### src/sv/rsch_div.sv
// restoring unsigned divider, one quotient bit per cycle
`timescale 1ns / 1ps
module rsch_div (
	input  logic        clk,
	input  logic        arst_n,
	input  logic        start,
	input  logic [47:0] num,
	input  logic [31:0] den,
	output logic        busy,
	output logic [47:0] quot
);
	logic [47:0] num_q;
	logic [31:0] rem_q, den_q;
	logic [5:0]  cnt_q;
	logic [32:0] rem2, diff;
	logic        ge;

	assign rem2 = {rem_q, num_q[47]};
	assign ge   = rem2 >= {1'b0, den_q};
	assign diff = rem2 - {1'b0, den_q};
	assign busy = cnt_q != 6'd0;
	assign quot = num_q;

	always_ff @(posedge clk or negedge arst_n) begin
		if (!arst_n) begin
			cnt_q <= '0;
			num_q <= '0;
			rem_q <= '0;
			den_q <= '0;
		end else if (start) begin
			cnt_q <= 6'd48;
			num_q <= num;
			rem_q <= '0;
			den_q <= den;
		end else if (busy) begin
			cnt_q <= cnt_q - 6'd1;
			num_q <= {num_q[46:0], ge};
			rem_q <= ge ? diff[31:0] : rem2[31:0];
		end
	end
endmodule

### config.mk
export PLATFORM = sky130hd
export DESIGN_NAME = rsch_div
export DESIGN_NICKNAME = d
export VERILOG_FILES = /design/src/sv/rsch_div.sv
export SDC_FILE = /design/constraint.sdc
export NUM_CORES = 1
export LEC_CHECK = 0
export ABC_CLOCK_PERIOD_IN_PS = 4300
export BUFFER_PORTS_ARGS = -buffer_cell sky130_fd_sc_hd__buf_2
export CAP_MARGIN = 25
export CORE_UTILIZATION = 60
export CTS_CLUSTER_SIZE = 12
export DETAILED_ROUTE_END_ITERATION = 8
export PLACE_DENSITY = 0.85
export SKIP_CTS_REPAIR_TIMING = 1
export SYNTH_ARGS = -nofsm -noshare
export SYNTH_HDL_FRONTEND = slang
export SYNTH_SLANG_ARGS = --single-unit
### constraint.sdc
create_clock -name clk -period 4.3 [get_ports clk]
set_input_delay 0.86 -clock clk [delete_from_list [all_inputs] [get_ports clk]]
set_output_delay 0.86 -clock clk [all_outputs]
set_load 0.01 [all_outputs]
==> impl_metrics.ini <==
[outcome]
outcome = complete, but fails checks
violations = design-rule violations

[grt]
grt_pass1_vias = 6325
grt.overflow.total = 0
grt_pass1_wl_um = 30400
grt_use_total_pct = 30.4
grt_max_degree = 66
antenna_found_initial = 0

[synth]
ys_types = 60
ys_ff_latch = 118
syn_nets = 943
synth_ff_type = dfrtp_1
synth.avg_cell_area_um2 = 8.77
synth-async-reset-ratio_pct = 100
synth_edf_count = 0
synth_seq_area_share_pct = 40.7
netlist_area_um2 = 7250
yosys_warnings = 0
syn_inst = 826

[power]
vdd_drop_max_mv = 0.308
power.density_nw_per_um2 = 389
total_power_uw = 3330
p_seq_share_pct = 37.5
p_int_uw = 2460
power_frac_clock_pct = 47.2
power.leakage_uw = 0.00446
swShare_pct = 26.2
switchingPower_uw = 873
comb_power_share_pct = 15.3

[critical_path]
start_kind = flip-flop
crit_type = reg2reg
r2r_start = rem_q[17]
required_ns = 4.62
arrival_ns = 3.52
worstSetupEndpointType = flip-flop
worstRegToRegCells = 9
critPathMaxFanout = 29
cp-startpoint = rem_q[17]

[finish]
fillers = 870
drive_gt1_share_pct = 20.1
mostFrequentLayoutCells = buf_2 (129), nand2_1 (127), dfrtp_1 (118)
area_delta_synth_final_pct = 18.2
final_common_cell = buf_2
diodes = 0
layout.nets = 1053

[timing]
holdWs_ns = 0.472
tightest_slew_ns = 0.660
setup_tns_ns = 0
post-route-period-util_pct = 74.5
drv_slew = 0
setup_violations = 0
final-hold-violation-count = 0
finalClockSkew_ns = 0.00862
fmax_ghz = 0.312
rsz0062_at_grt = no
finalCriticalPeriod_ns = 3.20
slew_headroom_pct = 56.0

[clock_tree]
cts_root_buf = clkbuf_16
clk_latency_ns = 0.42
clock_sinks = 118
clk_pin_slew_ns = 0.05
cts_tree = built
h-tree-depth = 4
cts_buffer_depth = 2
cts_made_buffers = 17

[routing]
drc = 3
vias_per_cell = 6.04
routed_wl_um = 18200
via_count = 6578
firstDrtPassIters = 7
drt_iter0_markers = 505
wire_per_inst_um = 16.7
ant_nets = 0
wl_met2_um = 8650
met1_length_um = 7880
routed.top_layer = met4
dr_wl_met3_um = 1310

[floorplanning]
fp.dieW_um = 112
design.die.area_um2 = 12500
coreArea_um2 = 11600
ios = 132
start_util_pct = 62.4
num_rows = 39
die_h_um = 112

[placed_design]
hpwlAfterDp_um = 12300
io_buffers = 131
place_congestion = 0.957

[run]
cap_violations = 0

[hold_path]
hold_class = in2async
layout make-up:
cell class / count / area (um2) / share of cell area [%]
clock inverters: 8 / 173 / 2.02
well taps: 143 / 179 / 2.09
multi-input cells: 610 / 3870 / 45.2
clock buffers: 21 / 470 / 5.49
inverters: 48 / 183 / 2.13
repair buffers: 141 / 736 / 8.59
flip-flops and latches: 118 / 2950 / 34.5
worst max-delay path, cell delays in order, from the launching register on:
cell and delay (ns):
dfrtp_1 0.41, ha_1 0.47, nand4_1 0.18, or3_1 0.40
nand4b_4 0.19, nand4_1 0.11, a21o_1 0.33, nand2_4 0.31
or3_1 0.44, a311oi_1 0.26
registers in the layout, summed over array words and instances (netlist names):
register / flops
den_q: 32
quot: 48
rem_q: 32
cnt_q: 6
power groups by stage:
stage               logic, uW  registers (uW)  clock network, uW
floorplan                 313            1270                  0
global placement          487            1260                  0
detailed placement        499            1260                  0
CTS                       508            1250               1570
global route              568            1260               1620
finish                    509            1250               1570
final timing paths:
kind | slack (ns) | endpoint
max | 1.10 | rem_q[8]
min | 0.47 | den_q[9]
max reg2reg | 1.10 | rem_q[8]
min reg2reg | 0.55 | den_q[11]
max in group asynchronous | 3.04 | cnt_q[3]
min in group clk | 0.55 | den_q[11]
per-layer routing:
metal | global-route usage, % | vias to the layer above
li1 | - | 3151
met1 | 38.5 | 3136
met2 | 50.0 | 252
met3 | 9.15 | 39
met4 | 9.55 | 0
met5 | 0 | -
cell families after synthesis:
logic type / Yosys count / synth area share (%)
compound gates: 249 / 21.7
xor+xnor: 18 / 2.18
fa+ha+maj: 34 / 5.97
buf+inv: 98 / 5.89
flops: 118 / 40.7
mux: 55 / 7.61
simple gates: 254 / 15.9
per-stage QoR:
stage                     cells  cell area (um2)  worst slack, ns  utilization [%]
after detailed placement   1060             7920             1.20             68.2
after CTS                  1089             8570             1.15             73.8
after global routing       1089             8570            0.811             73.8
after floorplan             826             7250             1.65                -
after global placement     1060             7920             1.28             68.2
final                      1089             8570             1.10             73.8
Yosys cell counts (14+ instances only):
master	number	area, um2
dfrtp_1	118	2950
ha_1	33	413
nor2_1	54	203
inv_1	47	176
nand3_1	20	100
xnor2_1	16	140
mux2i_1	54	541
clkbuf_1	34	128
nand2_1	127	477
a21o_1	14	105
a21oi_1	45	225
o21ai_0	103	515
Note: power is estimated with default switching activity, not from simulation.
