## src/sv/rsch_isqrt.sv

```systemverilog
// iterative integer square root, one result bit per cycle
`timescale 1ns / 1ps
module rsch_isqrt (
	input  logic        clk,
	input  logic        arst_n,
	input  logic        start,
	input  logic [63:0] radicand,
	output logic        busy,
	output logic [31:0] root
);
	logic [63:0] v_q, res_q, bit_q;
	logic [63:0] trial;

	assign trial = res_q + bit_q;
	assign busy  = |bit_q;
	assign root  = res_q[31:0];

	always_ff @(posedge clk or negedge arst_n) begin
		if (!arst_n) begin
			v_q   <= '0;
			res_q <= '0;
			bit_q <= '0;
		end else if (start) begin
			v_q   <= radicand;
			res_q <= '0;
			bit_q <= 64'd1 << 62;
		end else if (busy) begin
			if (v_q >= trial) begin
				v_q   <= v_q - trial;
				res_q <= (res_q >> 1) + bit_q;
			end else begin
				res_q <= res_q >> 1;
			end
			bit_q <= bit_q >> 2;
		end
	end
endmodule

```

## config.mk

```make
export PLATFORM = sky130hd
export DESIGN_NAME = rsch_isqrt
export DESIGN_NICKNAME = d
export VERILOG_FILES = /design/src/sv/rsch_isqrt.sv
export SDC_FILE = /design/constraint.sdc
export NUM_CORES = 1
export LEC_CHECK = 0
export BUFFER_PORTS_ARGS = -buffer_cell sky130_fd_sc_hd__buf_2
export CAP_MARGIN = 20
export CORE_MARGIN = 2
export CORE_UTILIZATION = 55
export CTS_CLUSTER_DIAMETER = 50
export DETAILED_ROUTE_END_ITERATION = 8
export HOLD_SLACK_MARGIN = 0.15
export PLACE_DENSITY = 0.76
export REMOVE_ABC_BUFFERS = 1
export SLEW_MARGIN = 20
export SYNTH_ARGS = -nofsm -noshare
export SYNTH_HDL_FRONTEND = slang
export SYNTH_SLANG_ARGS = --single-unit
```

## constraint.sdc

```tcl
create_clock -name clk -period 5.7 [get_ports clk]
set_clock_uncertainty 0.05 [all_clocks]
set_input_delay 1.14 -clock clk [delete_from_list [all_inputs] [get_ports clk]]
set_output_delay 1.14 -clock clk [all_outputs]
set_load 0.1 [all_outputs]
```

==> run_summary.xml, run 1 <==
<?xml version="1.0" encoding="UTF-8"?>
<metrics>
  <group name="power_and_ir_drop">
    <metric name="worst_ir_drop_on_vdd" unit="V">0.000218</metric>
    <metric name="internal-power" unit="uW">4120</metric>
    <metric name="post-layout-total-power" unit="uW">8260</metric>
    <metric name="share_comb_of_total_power" unit="%">65.8</metric>
    <metric name="sequential_share_of_power" unit="%">20.2</metric>
    <metric name="power.density" unit="mW/mm^2">453</metric>
    <metric name="power.net_switching" unit="uW">4140</metric>
    <metric name="part_of_the_power_in_the_clock_network" unit="%">14.0</metric>
    <metric name="swShare" unit="%">50.2</metric>
    <metric name="static-leakage-power" unit="uW">0.00785</metric>
  </group>
  <group name="setup_path">
    <metric name="cp_data_arrival_time" unit="ps">5900</metric>
    <metric name="cp_data_required_time" unit="ps">6010</metric>
    <metric name="timing.critical_path.slowest_stage_cell" unit="">sky130_fd_sc_hd__dfrtp_1</metric>
    <metric name="startpoint_type" unit="">register</metric>
    <metric name="slowest_delay" unit="ps">400</metric>
    <metric name="critical_path.max_fanout" unit="">22</metric>
    <metric name="path_delay_family" unit="">compound AO/OA/AOI/OAI gates</metric>
    <metric name="worst_setup_path_end_kind" unit="">register</metric>
    <metric name="critical_path_class" unit="">reg2reg</metric>
    <metric name="crit_path_cell_trace" unit="">ha_1 -&gt; ha_1 -&gt; a21o_1 -&gt; a31oi_2 -&gt; o21ai_2 -&gt; o31ai_4 -&gt; nand2_2 -&gt; a21oi_1 -&gt; o21ai_0 -&gt; o21ba_2 -&gt; o21ai_1 -&gt; xor2_1 -&gt; ha_1 -&gt; nand4_1 -&gt; or2_2 -&gt; nor3_2 -&gt; and2_1 -&gt; a31o_2 -&gt; a21oi_2 -&gt; buf_4 -&gt; a21o_2 -&gt; buf_12 -&gt; or3_1 -&gt; a32oi_1</metric>
    <metric name="critical_path_buf_inv_count" unit="">2</metric>
    <metric name="cpMostUsedCell" unit="">sky130_fd_sc_hd__ha_1</metric>
  </group>
  <group name="sta">
    <metric name="max_freq" unit="MHz">179</metric>
    <metric name="maxSlewHeadroom" unit="%">46.1</metric>
    <metric name="timing_worst_slew_pin_value" unit="ps">808</metric>
    <metric name="hold_slack" unit="ps">502</metric>
    <metric name="fin_crit" unit="ps">5590</metric>
    <metric name="fin_crit_sh" unit="%">98.0</metric>
    <metric name="final.setup.worst_slack" unit="ps">112</metric>
    <metric name="final_hold_viol_count" unit="">0</metric>
    <metric name="timing_max_transition_violations_final" unit="">0</metric>
    <metric name="finalSetupViolCount" unit="">0</metric>
  </group>
  <group name="cells_and_area">
    <metric name="area.growth.synth_to_final" unit="%">14.1</metric>
    <metric name="layout.filler_cells" unit="">2491</metric>
    <metric name="diodes" unit="">0</metric>
    <metric name="most_used_cells_in_the_layout_excluding_fill_and_tap_cells" unit="">sky130_fd_sc_hd__nand2_1, sky130_fd_sc_hd__nor2_1, sky130_fd_sc_hd__a21oi_1</metric>
    <metric name="final_cell_count_no_fill" unit="">2592</metric>
    <metric name="most_common_cell_after_layout_fill_and_taps_aside" unit="">sky130_fd_sc_hd__nand2_1</metric>
    <metric name="postLayoutCellArea" unit="sq mm">0.0182</metric>
    <metric name="nNetsFinal" unit="">2393</metric>
    <metric name="final_layout_size_suffix_gt1_share" unit="%">16.3</metric>
  </group>
  <group name="floorplanning">
    <metric name="fp.dieArea" unit="sq mm">0.0304</metric>
    <metric name="die_height" unit="um">174</metric>
    <metric name="initial_utilization" unit="%">55.8</metric>
    <metric name="io_pins" unit="">100</metric>
    <metric name="placeableCoreArea" unit="sq mm">0.0286</metric>
    <metric name="die_x" unit="um">174</metric>
    <metric name="fp-row-count" unit="">62</metric>
  </group>
  <group name="detailed_routing">
    <metric name="drt-initial-drc-count" unit="">1594</metric>
    <metric name="route.antenna.remaining_nets" unit="">0</metric>
    <metric name="postRouteWirelength" unit="mm">51.1</metric>
    <metric name="wl_per_cell" unit="um">19.7</metric>
    <metric name="detail_route.vias_per_cell" unit="">6.39</metric>
    <metric name="route.vias.total" unit="">16600</metric>
    <metric name="post-route-drc-count" unit="">0</metric>
    <metric name="detailedRoute.firstPassIterationCount" unit="">8</metric>
  </group>
  <group name="clocking">
    <metric name="cts_buffer_depth" unit="">2</metric>
    <metric name="clk_latency" unit="ps">470</metric>
    <metric name="cts.htree.levels" unit="">4</metric>
    <metric name="clock_tree.root_cell" unit="">sky130_fd_sc_hd__clkbuf_16</metric>
    <metric name="cts_tree" unit="">built</metric>
    <metric name="cts_inserted_buffers" unit="">17</metric>
    <metric name="cts_hold_buf" unit="">0</metric>
    <metric name="worst_setup_hold_path_clk_slew" unit="ps">70</metric>
    <metric name="clock_sink_count" unit="">160</metric>
  </group>
  <group name="hold_path">
    <metric name="worst_hold_path_type" unit="">reg2reg</metric>
  </group>
  <group name="place">
    <metric name="place_area" unit="sq mm">0.0173</metric>
    <metric name="detailedPlacementHpwl" unit="mm">38.7</metric>
    <metric name="pre_cts_ws" unit="ps">46.6</metric>
    <metric name="port-buffer-count" unit="">99</metric>
    <metric name="place_inst" unit="">2546</metric>
    <metric name="routabilityCongestion" unit="">0.993</metric>
  </group>
  <group name="global_route">
    <metric name="initial_antenna_violation_count" unit="">0</metric>
    <metric name="largest_net_degree_at_the_start_of_global_routing" unit="">90</metric>
    <metric name="globalRoute.totalOverflow" unit="">0</metric>
    <metric name="grt_first_pass_wirelength" unit="mm">81.1</metric>
    <metric name="vias_in_the_first_global_route" unit="">15200</metric>
    <metric name="track_usage" unit="%">33.2</metric>
  </group>
  <group name="logic_synthesis">
    <metric name="synth-edff-count" unit="">0</metric>
    <metric name="seq_area_frac_synth" unit="%">25.1</metric>
    <metric name="synth_warnings" unit="">0</metric>
    <metric name="ys_seq_elements" unit="">160</metric>
    <metric name="netlist_area" unit="sq mm">0.0160</metric>
    <metric name="synth_async_sr_flop_share" unit="%">100</metric>
    <metric name="post_synthesis_instance_total" unit="">2088</metric>
    <metric name="ys.flop_type" unit="">sky130_fd_sc_hd__dfrtp_1</metric>
    <metric name="synth.avg_cell_area" unit="sq um">7.65</metric>
    <metric name="synth_cell_types" unit="">89</metric>
  </group>
  <group name="status">
    <metric name="outcome" unit="">complete, no violations</metric>
  </group>
  <group name="job">
    <metric name="maxCapViolations" unit="">0</metric>
  </group>
</metrics>
==> kinds of logic after synthesis <==
kind of cell             Yosys count  synth area share (%)
AO/OA/AOI/OAI                    691                  27.8
XOR/XNOR                         148                  8.11
multiplexers                      17                  1.07
AND/OR/NAND/NOR                  743                  22.1
buffers and inverters            198                  5.56
flip-flops                       160                  25.1
adder cells (fa/ha/maj)          131                  10.3
==> timing repair <==
item                                   4_1_cts  5_1_grt
setup endpoints to repair                    0      127
setup buffers                                0       14
gates resized for setup                      0       55
endpoints found under the hold margin        0        0
==> final cells by class <==
cell class | count | area, sq um | share of cell area (%)
clock buffer | 17 | 425 | 2.33
clock inverter | 15 | 145 | 0.796
inverter | 47 | 178 | 0.975
multi-input combinational | 1730 | 11400 | 62.4
sequential | 160 | 4010 | 22.0
tap | 384 | 480 | 2.64
timing repair buffer | 239 | 1630 | 8.92
==> through the flow <==
stage	utilization [%]	TNS, ps
CTS	62.3	0
detailed placement	60.3	0
global route	63.7	-318
finish	63.7	0
global placement	60.3	0
floorplan	-	-93110
==> per-layer routing <==
metal | global-route usage (%) | share of wire, % | up-vias
met5 | 0 | 0 | -
met4 | 9.28 | 2.5 | 0
met3 | 5.21 | 8.6 | 85
met2 | 48.7 | 42 | 782
met1 | 50.3 | 47 | 7839
li1 | - | - | 7844
==> final timing paths <==
path	startpoint	endpoint	slack, ps	cells past startpoint
worst max-delay path	res_q[0]$_DFFE_PN0P_	v_q[45]$_DFFE_PN0P_	110	24
worst min-delay path	v_q[10]$_DFFE_PN0P_	v_q[10]$_DFFE_PN0P_	500	2
worst max register to register	res_q[0]$_DFFE_PN0P_	v_q[45]$_DFFE_PN0P_	110	24
worst min register to register	v_q[10]$_DFFE_PN0P_	v_q[10]$_DFFE_PN0P_	500	2
max in group asynchronous	arst_n	v_q[53]$_DFFE_PN0P_	3820	2
min in group asynchronous	arst_n	res_q[8]$_DFFE_PN0P_	690	1
==> power by group through the flow <==
| stage | clock network (uW) | registers [uW] | logic (uW) |
|---|---|---|---|
| floorplan | 0 | 1880 | 3350 |
| global placement | 0 | 1660 | 5120 |
| detailed placement | 0 | 1660 | 5180 |
| CTS | 1160 | 1650 | 5200 |
| global route | 1210 | 1700 | 5930 |
| finish | 1150 | 1670 | 5440 |
==> flip-flops by register name, summed over array words and instances (netlist names) <==
name and flops:
bit_q 32, v_q 64, res_q 64
==> worst register-to-register path, cell delays in order, from the launching register on <==
cell and delay (ps):
sky130_fd_sc_hd__dfrtp_1 400, sky130_fd_sc_hd__ha_1 240, sky130_fd_sc_hd__ha_1 210, sky130_fd_sc_hd__a21o_1 220, sky130_fd_sc_hd__a31oi_2 240, sky130_fd_sc_hd__o21ai_2 140
sky130_fd_sc_hd__o31ai_4 270, sky130_fd_sc_hd__nand2_2 140, sky130_fd_sc_hd__a21oi_1 230, sky130_fd_sc_hd__o21ai_0 200, sky130_fd_sc_hd__o21ba_2 250, sky130_fd_sc_hd__o21ai_1 180
sky130_fd_sc_hd__xor2_1 310, sky130_fd_sc_hd__ha_1 280, sky130_fd_sc_hd__nand4_1 150, sky130_fd_sc_hd__or2_2 340, sky130_fd_sc_hd__nor3_2 210, sky130_fd_sc_hd__and2_1 160
sky130_fd_sc_hd__a31o_2 160, sky130_fd_sc_hd__a21oi_2 40, sky130_fd_sc_hd__buf_4 140, sky130_fd_sc_hd__a21o_2 220, sky130_fd_sc_hd__buf_12 170, sky130_fd_sc_hd__or3_1 370
sky130_fd_sc_hd__a32oi_1 180
==> Yosys cell counts, drive strengths merged, types with 43 or more instances <==
cell type  number  area share, %
a21oi         175            5.5
a31oi          66            2.6
and3           48            1.9
buf            56            2.2
clkbuf         95            2.2
dfrtp         160             25
ha            130             10
inv            45            1.1
nand2         246            5.8
nand3          43            1.3
nor2          198            4.7
nor3           47            1.5
o21ai         162            5.1
xnor2          74            4.1
xor2           74            4.1
Power figures use the tool's default switching activity.
==> inputs of run 2 (changes only) <==
- PLACE_DENSITY: 0.76 -> 0.79
==> run_summary.xml, run 2 (synthesized netlist as in run 1, its figures left out) <==
<?xml version="1.0" encoding="UTF-8"?>
<metrics>
  <group name="power_and_ir_drop">
    <metric name="internal-power" unit="uW">4130</metric>
    <metric name="sequential_share_of_power" unit="%">20.2</metric>
    <metric name="swShare" unit="%">49.9</metric>
    <metric name="part_of_the_power_in_the_clock_network" unit="%">14.3</metric>
    <metric name="power.net_switching" unit="uW">4120</metric>
    <metric name="post-layout-total-power" unit="uW">8250</metric>
    <metric name="worst_ir_drop_on_vdd" unit="V">0.000288</metric>
    <metric name="static-leakage-power" unit="uW">0.00789</metric>
    <metric name="power.density" unit="mW/mm^2">450</metric>
    <metric name="share_comb_of_total_power" unit="%">65.4</metric>
  </group>
  <group name="setup_path">
    <metric name="slowest_delay" unit="ps">390</metric>
    <metric name="worst_setup_path_end_kind" unit="">register</metric>
    <metric name="r2r.worst_path.cells" unit="">25</metric>
    <metric name="cp_data_required_time" unit="ps">5960</metric>
    <metric name="timing.critical_path.slowest_stage_cell" unit="">sky130_fd_sc_hd__dfrtp_1</metric>
    <metric name="startpoint_type" unit="">register</metric>
    <metric name="cpMostUsedCell" unit="">sky130_fd_sc_hd__a21o_1</metric>
    <metric name="path_delay_family" unit="">compound AO/OA/AOI/OAI gates</metric>
    <metric name="critical_path_buf_inv_count" unit="">3</metric>
    <metric name="cp_data_arrival_time" unit="ps">5810</metric>
    <metric name="critical_path.max_fanout" unit="">26</metric>
    <metric name="critical_path_depth" unit="">25</metric>
    <metric name="critical_path_class" unit="">reg2reg</metric>
  </group>
  <group name="detailed_routing">
    <metric name="detailedRoute.firstPassIterationCount" unit="">6</metric>
    <metric name="route.antenna.remaining_nets" unit="">0</metric>
    <metric name="drt-initial-drc-count" unit="">1682</metric>
    <metric name="post-route-drc-count" unit="">0</metric>
    <metric name="route.vias.total" unit="">16400</metric>
    <metric name="detail_route.vias_per_cell" unit="">6.36</metric>
    <metric name="wl_per_cell" unit="um">19.7</metric>
    <metric name="postRouteWirelength" unit="mm">50.7</metric>
  </group>
  <group name="sta">
    <metric name="timing_worst_slew_pin_value" unit="ps">915</metric>
    <metric name="hold_slack" unit="ps">509</metric>
    <metric name="finalSetupViolCount" unit="">0</metric>
    <metric name="final_hold_viol_count" unit="">0</metric>
    <metric name="fin_crit" unit="ps">5550</metric>
    <metric name="timing_max_transition_violations_final" unit="">0</metric>
    <metric name="max_freq" unit="MHz">180</metric>
    <metric name="fin_crit_sh" unit="%">97.3</metric>
    <metric name="maxSlewHeadroom" unit="%">39.0</metric>
  </group>
  <group name="cells_and_area">
    <metric name="layout.filler_cells" unit="">2546</metric>
    <metric name="diodes" unit="">0</metric>
    <metric name="most_common_cell_after_layout_fill_and_taps_aside" unit="">sky130_fd_sc_hd__nand2_1</metric>
    <metric name="area.growth.synth_to_final" unit="%">14.8</metric>
    <metric name="biggestRegsByFlops" unit="">res_q (64), v_q (64), bit_q (32)</metric>
    <metric name="nNetsFinal" unit="">2379</metric>
    <metric name="postLayoutCellArea" unit="sq mm">0.0183</metric>
    <metric name="most_used_cells_in_the_layout_excluding_fill_and_tap_cells" unit="">sky130_fd_sc_hd__nand2_1, sky130_fd_sc_hd__nor2_1, sky130_fd_sc_hd__a21oi_1</metric>
    <metric name="final_layout_size_suffix_gt1_share" unit="%">16.5</metric>
  </group>
  <group name="status">
    <metric name="outcome" unit="">complete, no violations</metric>
  </group>
  <group name="clocking">
    <metric name="cts_buffer_depth" unit="">2</metric>
    <metric name="cts_tree" unit="">built</metric>
    <metric name="cts.htree.levels" unit="">4</metric>
    <metric name="clk_latency" unit="ps">460</metric>
    <metric name="clock_tree.root_cell" unit="">sky130_fd_sc_hd__clkbuf_16</metric>
    <metric name="clock_sink_count" unit="">160</metric>
    <metric name="cts_hold_buf" unit="">0</metric>
    <metric name="cts_inserted_buffers" unit="">17</metric>
    <metric name="worst_setup_hold_path_clk_slew" unit="ps">70</metric>
  </group>
  <group name="global_route">
    <metric name="vias_in_the_first_global_route" unit="">15100</metric>
    <metric name="initial_antenna_violation_count" unit="">0</metric>
    <metric name="globalRoute.totalOverflow" unit="">0</metric>
    <metric name="grt_first_pass_wirelength" unit="mm">79.9</metric>
    <metric name="track_usage" unit="%">32.6</metric>
    <metric name="largest_net_degree_at_the_start_of_global_routing" unit="">161</metric>
  </group>
  <group name="hold_path">
    <metric name="worst_hold_path_type" unit="">reg2reg</metric>
    <metric name="worstHoldPathCells" unit="">2</metric>
  </group>
  <group name="floorplanning">
    <metric name="io_pins" unit="">100</metric>
    <metric name="fp-row-count" unit="">62</metric>
    <metric name="placeableCoreArea" unit="sq mm">0.0286</metric>
    <metric name="die_x" unit="um">174</metric>
    <metric name="die_height" unit="um">174</metric>
    <metric name="initial_utilization" unit="%">55.8</metric>
    <metric name="fp.dieArea" unit="sq mm">0.0304</metric>
  </group>
  <group name="place">
    <metric name="place_area" unit="sq mm">0.0172</metric>
    <metric name="port-buffer-count" unit="">99</metric>
    <metric name="detailedPlacementHpwl" unit="mm">38.0</metric>
    <metric name="routabilityCongestion" unit="">0.974</metric>
  </group>
  <group name="job">
    <metric name="maxCapViolations" unit="">0</metric>
  </group>
</metrics>
==> run 2: cell types whose count changed in the layout (fill, tap and decap cells not counted), sizes merged <==
| cell | before | now |
|---|---|---|
| clkbuf | 17 | 19 |
| bufinv | 0 | 1 |
| buf | 239 | 224 |
| clkinv | 5 | 6 |
| clkinvlp | 3 | 1 |
| inv | 54 | 53 |
==> run 2: path summary, 6_finish.rpt <==
path / end / start / slack [ps]
max in group asynchronous: bit_q[36]$_DFFE_PN0P_ / arst_n / 4140
min reg2reg: v_q[0]$_DFFE_PN0P_ / v_q[0]$_DFFE_PN0P_ / 510
max: v_q[5]$_DFFE_PN0P_ / res_q[2]$_DFFE_PN0P_ / 150
min: v_q[0]$_DFFE_PN0P_ / v_q[0]$_DFFE_PN0P_ / 510
max reg2reg: v_q[5]$_DFFE_PN0P_ / res_q[2]$_DFFE_PN0P_ / 150
min in group asynchronous: res_q[8]$_DFFE_PN0P_ / arst_n / 740
==> run 2: layout make-up <==
class	count	area (sq um)	area share (%)
multi-input combinational	1730	11500	62.8
sequential	160	4010	21.9
timing repair buffer	225	1560	8.52
tap	384	480	2.62
clock buffer	18	439	2.40
inverter	47	178	0.969
clock inverter	14	145	0.792
==> run 2: metal layers <==
layer | vias up | global-route usage [%] | wire [um]
met3 | 63 | 4.51 | 4420
met1 | 7749 | 49.2 | 23300
met4 | 0 | 10.0 | 1160
met2 | 744 | 47.9 | 21800
li1 | 7829 | - | -
met5 | - | 0 | 0
==> run 2: power groups by stage <==
stage | clock, uW | sequential (uW) | combinational, uW
finish | 1180 | 1670 | 5400
global route | 1240 | 1690 | 5880
CTS | 1190 | 1650 | 5140
detailed placement | 0 | 1660 | 5110
global placement | 0 | 1660 | 5030
floorplan | 0 | 1880 | 3350
==> run 2: through the flow <==
step | cells | setup slack [ps] | TNS, ps | util [%]
finish | 2578 | 152 | 0 | 64.1
global route | 2578 | -131 | -3160 | 64.1
CTS | 2562 | 15.3 | 0 | 62.1
detailed placement | 2530 | -40.1 | -96.8 | 60.0
global placement | 2530 | 143 | 0 | 60.0
floorplan | 1937 | -1020 | -93110 | -
==> run 2: worst reg2reg max path: stages, from the launching register on <==
cell and delay, ps:
sky130_fd_sc_hd__dfrtp_1 390, sky130_fd_sc_hd__ha_1 350, sky130_fd_sc_hd__a31oi_2 200, sky130_fd_sc_hd__a211oi_2 130
sky130_fd_sc_hd__a31oi_2 190, sky130_fd_sc_hd__o21bai_2 100, sky130_fd_sc_hd__a211o_1 380, sky130_fd_sc_hd__a21oi_2 250
sky130_fd_sc_hd__and3_4 260, sky130_fd_sc_hd__o31ai_4 80, sky130_fd_sc_hd__buf_4 170, sky130_fd_sc_hd__a31oi_1 210
sky130_fd_sc_hd__xor2_1 290, sky130_fd_sc_hd__ha_1 320, sky130_fd_sc_hd__a21o_1 200, sky130_fd_sc_hd__a21o_1 170
sky130_fd_sc_hd__a21o_1 190, sky130_fd_sc_hd__a21oi_1 200, sky130_fd_sc_hd__o21bai_1 100, sky130_fd_sc_hd__a21oi_2 190
sky130_fd_sc_hd__buf_4 150, sky130_fd_sc_hd__a21o_4 190, sky130_fd_sc_hd__buf_8 210, sky130_fd_sc_hd__a211oi_1 90
sky130_fd_sc_hd__a211oi_1 240, sky130_fd_sc_hd__a21oi_1 70
==> run 2: timing repair <==
item,in CTS,in global routing
gates cloned,0,1
gates resized for setup,7,81
hold endpoints to repair,0,0
endpoints found under the setup margin,6,121
pin swaps,0,26
buffers inserted,0,15
==> inputs of run 3 (changes only) <==
- REMOVE_ABC_BUFFERS: 1 -> default
- SETUP_SLACK_MARGIN: default -> 0.15
==> run_summary.xml, run 3 (synthesized netlist as in run 1, its figures left out) <==
<?xml version="1.0" encoding="UTF-8"?>
<metrics>
  <group name="sta">
    <metric name="timing_worst_slew_pin_value" unit="ps">964</metric>
    <metric name="grt_setup_unrepaired" unit="">yes</metric>
    <metric name="timing_max_transition_violations_final" unit="">0</metric>
    <metric name="fin_crit" unit="ps">5530</metric>
    <metric name="maxSlewHeadroom" unit="%">35.7</metric>
    <metric name="final.setup.worst_slack" unit="ps">167</metric>
    <metric name="fin_crit_sh" unit="%">97.1</metric>
    <metric name="final_hold_viol_count" unit="">0</metric>
    <metric name="finalSetupViolCount" unit="">0</metric>
    <metric name="hold_slack" unit="ps">505</metric>
    <metric name="max_freq" unit="MHz">181</metric>
  </group>
  <group name="detailed_routing">
    <metric name="route.antenna.remaining_nets" unit="">0</metric>
    <metric name="route.vias.total" unit="">16700</metric>
    <metric name="drt-initial-drc-count" unit="">1875</metric>
    <metric name="detailedRoute.firstPassIterationCount" unit="">6</metric>
    <metric name="post-route-drc-count" unit="">0</metric>
    <metric name="detail_route.vias_per_cell" unit="">6.41</metric>
    <metric name="wl_per_cell" unit="um">19.6</metric>
    <metric name="postRouteWirelength" unit="mm">50.9</metric>
  </group>
  <group name="clocking">
    <metric name="cts.htree.levels" unit="">4</metric>
    <metric name="cts_inserted_buffers" unit="">17</metric>
    <metric name="worst_setup_hold_path_clk_slew" unit="ps">70</metric>
    <metric name="clk_latency" unit="ps">460</metric>
    <metric name="cts_tree" unit="">built</metric>
    <metric name="clock_tree.root_cell" unit="">sky130_fd_sc_hd__clkbuf_16</metric>
    <metric name="clock_sink_count" unit="">160</metric>
    <metric name="cts_buffer_depth" unit="">2</metric>
  </group>
  <group name="floorplanning">
    <metric name="io_pins" unit="">100</metric>
    <metric name="die_x" unit="um">174</metric>
    <metric name="die_height" unit="um">174</metric>
    <metric name="placeableCoreArea" unit="sq mm">0.0286</metric>
    <metric name="fp.dieArea" unit="sq mm">0.0304</metric>
    <metric name="initial_utilization" unit="%">55.8</metric>
    <metric name="fp-row-count" unit="">62</metric>
  </group>
  <group name="cells_and_area">
    <metric name="most_common_cell_after_layout_fill_and_taps_aside" unit="">sky130_fd_sc_hd__nand2_1</metric>
    <metric name="area.growth.synth_to_final" unit="%">16.7</metric>
    <metric name="layout.filler_cells" unit="">2336</metric>
    <metric name="most_used_cells_in_the_layout_excluding_fill_and_tap_cells" unit="">sky130_fd_sc_hd__nand2_1, sky130_fd_sc_hd__nor2_1, sky130_fd_sc_hd__a21oi_1</metric>
    <metric name="nNetsFinal" unit="">2402</metric>
    <metric name="diodes" unit="">0</metric>
    <metric name="final_layout_size_suffix_gt1_share" unit="%">18.2</metric>
    <metric name="biggestRegsByFlops" unit="">res_q (64), v_q (64), bit_q (32)</metric>
  </group>
  <group name="power_and_ir_drop">
    <metric name="swShare" unit="%">49.5</metric>
    <metric name="static-leakage-power" unit="uW">0.00801</metric>
    <metric name="worst_ir_drop_on_vdd" unit="V">0.000257</metric>
    <metric name="post-layout-total-power" unit="uW">8350</metric>
    <metric name="power.net_switching" unit="uW">4130</metric>
    <metric name="share_comb_of_total_power" unit="%">66.1</metric>
    <metric name="internal-power" unit="uW">4220</metric>
    <metric name="part_of_the_power_in_the_clock_network" unit="%">13.7</metric>
    <metric name="sequential_share_of_power" unit="%">20.2</metric>
    <metric name="power.density" unit="mW/mm^2">448</metric>
  </group>
  <group name="setup_path">
    <metric name="slowest_delay" unit="ps">550</metric>
    <metric name="critical_path_class" unit="">reg2reg</metric>
    <metric name="critical_path.max_fanout" unit="">16</metric>
    <metric name="startpoint_type" unit="">register</metric>
    <metric name="worst_setup_path_end_kind" unit="">register</metric>
    <metric name="critical_path_buf_inv_count" unit="">2</metric>
    <metric name="path_delay_family" unit="">simple AND/OR/NAND/NOR gates</metric>
    <metric name="regToRegStartpoint" unit="">res_q[32]$_DFFE_PN0P_</metric>
    <metric name="r2r.worst_path.cells" unit="">21</metric>
    <metric name="crit_path_cell_trace" unit="">ha_4 -&gt; nand2_1 -&gt; buf_4 -&gt; nor4_4 -&gt; nand2_1 -&gt; or4_4 -&gt; o2111ai_4 -&gt; a21oi_4 -&gt; nor2b_2 -&gt; xnor2_2 -&gt; ha_1 -&gt; nand2_2 -&gt; or4_4 -&gt; nor4_4 -&gt; o21ai_1 -&gt; a31oi_2 -&gt; o21ai_2 -&gt; and2_4 -&gt; buf_12 -&gt; or3_4 -&gt; a311oi_2</metric>
    <metric name="worst-r2r-setup-slack" unit="ps">170</metric>
    <metric name="timing.critical_path.slowest_stage_cell" unit="">sky130_fd_sc_hd__or4_4</metric>
    <metric name="cp_data_required_time" unit="ps">6000</metric>
    <metric name="r2r_end" unit="">res_q[25]$_DFFE_PN0P_</metric>
    <metric name="cp_data_arrival_time" unit="ps">5830</metric>
  </group>
  <group name="global_route">
    <metric name="track_usage" unit="%">32.3</metric>
    <metric name="vias_in_the_first_global_route" unit="">15200</metric>
    <metric name="initial_antenna_violation_count" unit="">0</metric>
    <metric name="globalRoute.totalOverflow" unit="">0</metric>
    <metric name="largest_net_degree_at_the_start_of_global_routing" unit="">130</metric>
    <metric name="grt_first_pass_wirelength" unit="mm">79.3</metric>
  </group>
  <group name="place">
    <metric name="pre_cts_ws" unit="ps">-104</metric>
    <metric name="routabilityCongestion" unit="">0.939</metric>
    <metric name="detailedPlacementHpwl" unit="mm">37.7</metric>
    <metric name="port-buffer-count" unit="">99</metric>
  </group>
  <group name="logic_synthesis">
    <metric name="syn_nets" unit="">2286</metric>
  </group>
  <group name="status">
    <metric name="outcome" unit="">complete, no violations</metric>
  </group>
  <group name="job">
    <metric name="maxCapViolations" unit="">0</metric>
  </group>
  <group name="hold_path">
    <metric name="worst_hold_path_type" unit="">reg2reg</metric>
    <metric name="worstHoldPathCells" unit="">2</metric>
    <metric name="hold_end" unit="">v_q[55]$_DFFE_PN0P_</metric>
    <metric name="holdCritStartpoint" unit="">v_q[55]$_DFFE_PN0P_</metric>
  </group>
</metrics>
==> run 3: cell count changes in the layout (fill, tap and decap cells not counted), moves of 3 or more <==
cell / delta
sky130_fd_sc_hd__ha_1: -5
sky130_fd_sc_hd__o21ai_0: +3
sky130_fd_sc_hd__buf_12: +3
sky130_fd_sc_hd__buf_4: +21
sky130_fd_sc_hd__inv_8: -3
sky130_fd_sc_hd__o21ai_1: -3
sky130_fd_sc_hd__ha_2: +3
==> run 3: repair_timing <==
| action | 4_1_cts | 5_1_grt |
|---|---|---|
| gates resized for setup | 10 | 100 |
| pin swaps | 2 | 49 |
| setup buffers | 1 | 25 |
| setup endpoints to repair | 87 | 128 |
| hold buffers | 0 | 0 |
==> run 3: cell type report <==
type	count	area, sq um	share of cell area (%)
Sequential cell	160	4010	21.5
Inverter	47	178	0.953
Clock inverter	13	130	0.698
Tap cell	384	480	2.58
Clock buffer	19	433	2.32
Timing Repair Buffer	248	1750	9.39
Multi-Input combinational cell	1730	11700	62.6
==> run 3: worst max-delay path by stage <==
stage | from | end | slack [ps] | depth (start not counted)
2_1_floorplan | res_q[2]$_DFFE_PN0P_ | v_q[26]$_DFFE_PN0P_ | 320 | 26
3_3_place_gp | bit_q[6]$_DFFE_PN0P_ | res_q[24]$_DFFE_PN0P_ | 40 | 23
3_5_place_dp | res_q[0]$_DFFE_PN0P_ | res_q[36]$_DFFE_PN0P_ | -100 | 25
4_1_cts | res_q[0]$_DFFE_PN0P_ | res_q[25]$_DFFE_PN0P_ | 130 | 22
5_1_grt | res_q[32]$_DFFE_PN0P_ | res_q[54]$_DFFE_PN0P_ | -30 | 23
6_report | res_q[32]$_DFFE_PN0P_ | res_q[25]$_DFFE_PN0P_ | 170 | 21
==> run 3: worst reg2reg max path, delay by kind of cell (launching register included) <==
kind / cells / cell delay (ps)
AOI/OAI and AO/OA: 6 / 1190
xor gates and xnor gates: 1 / 110
adders and majority gates: 2 / 630
buffers and inverters: 2 / 350
DFF: 1 / 430
and+or+nand+nor: 10 / 2680
==> run 3: power by group through the flow <==
stage,registers [uW],clock network (uW),logic (uW)
after floorplan,1570,0,3820
after global placement,1670,0,5120
after detailed placement,1670,0,5190
after CTS,1660,1150,5240
after global routing,1710,1200,5990
final,1680,1140,5520
==> run 3: layer usage <==
metal	wire length, um	GRT usage [%]	vias up
met4	1680	12.1	0
met1	23100	48.7	7789
met2	21200	46.3	879
li1	-	-	7885
met3	4930	4.75	118
met5	0	0	-
==> run 3: stage by stage <==
stage / std cells / util (%) / area, sq um / TNS (ps)
finish: 2601 / 65.1 / 18600 / 0
global route: 2601 / 65.1 / 18600 / -99.2
CTS: 2576 / 62.5 / 17900 / 0
detailed placement: 2543 / 60.4 / 17300 / -903
global placement: 2543 / 60.4 / 17300 / 0
floorplan: 2088 / - / 16000 / 0
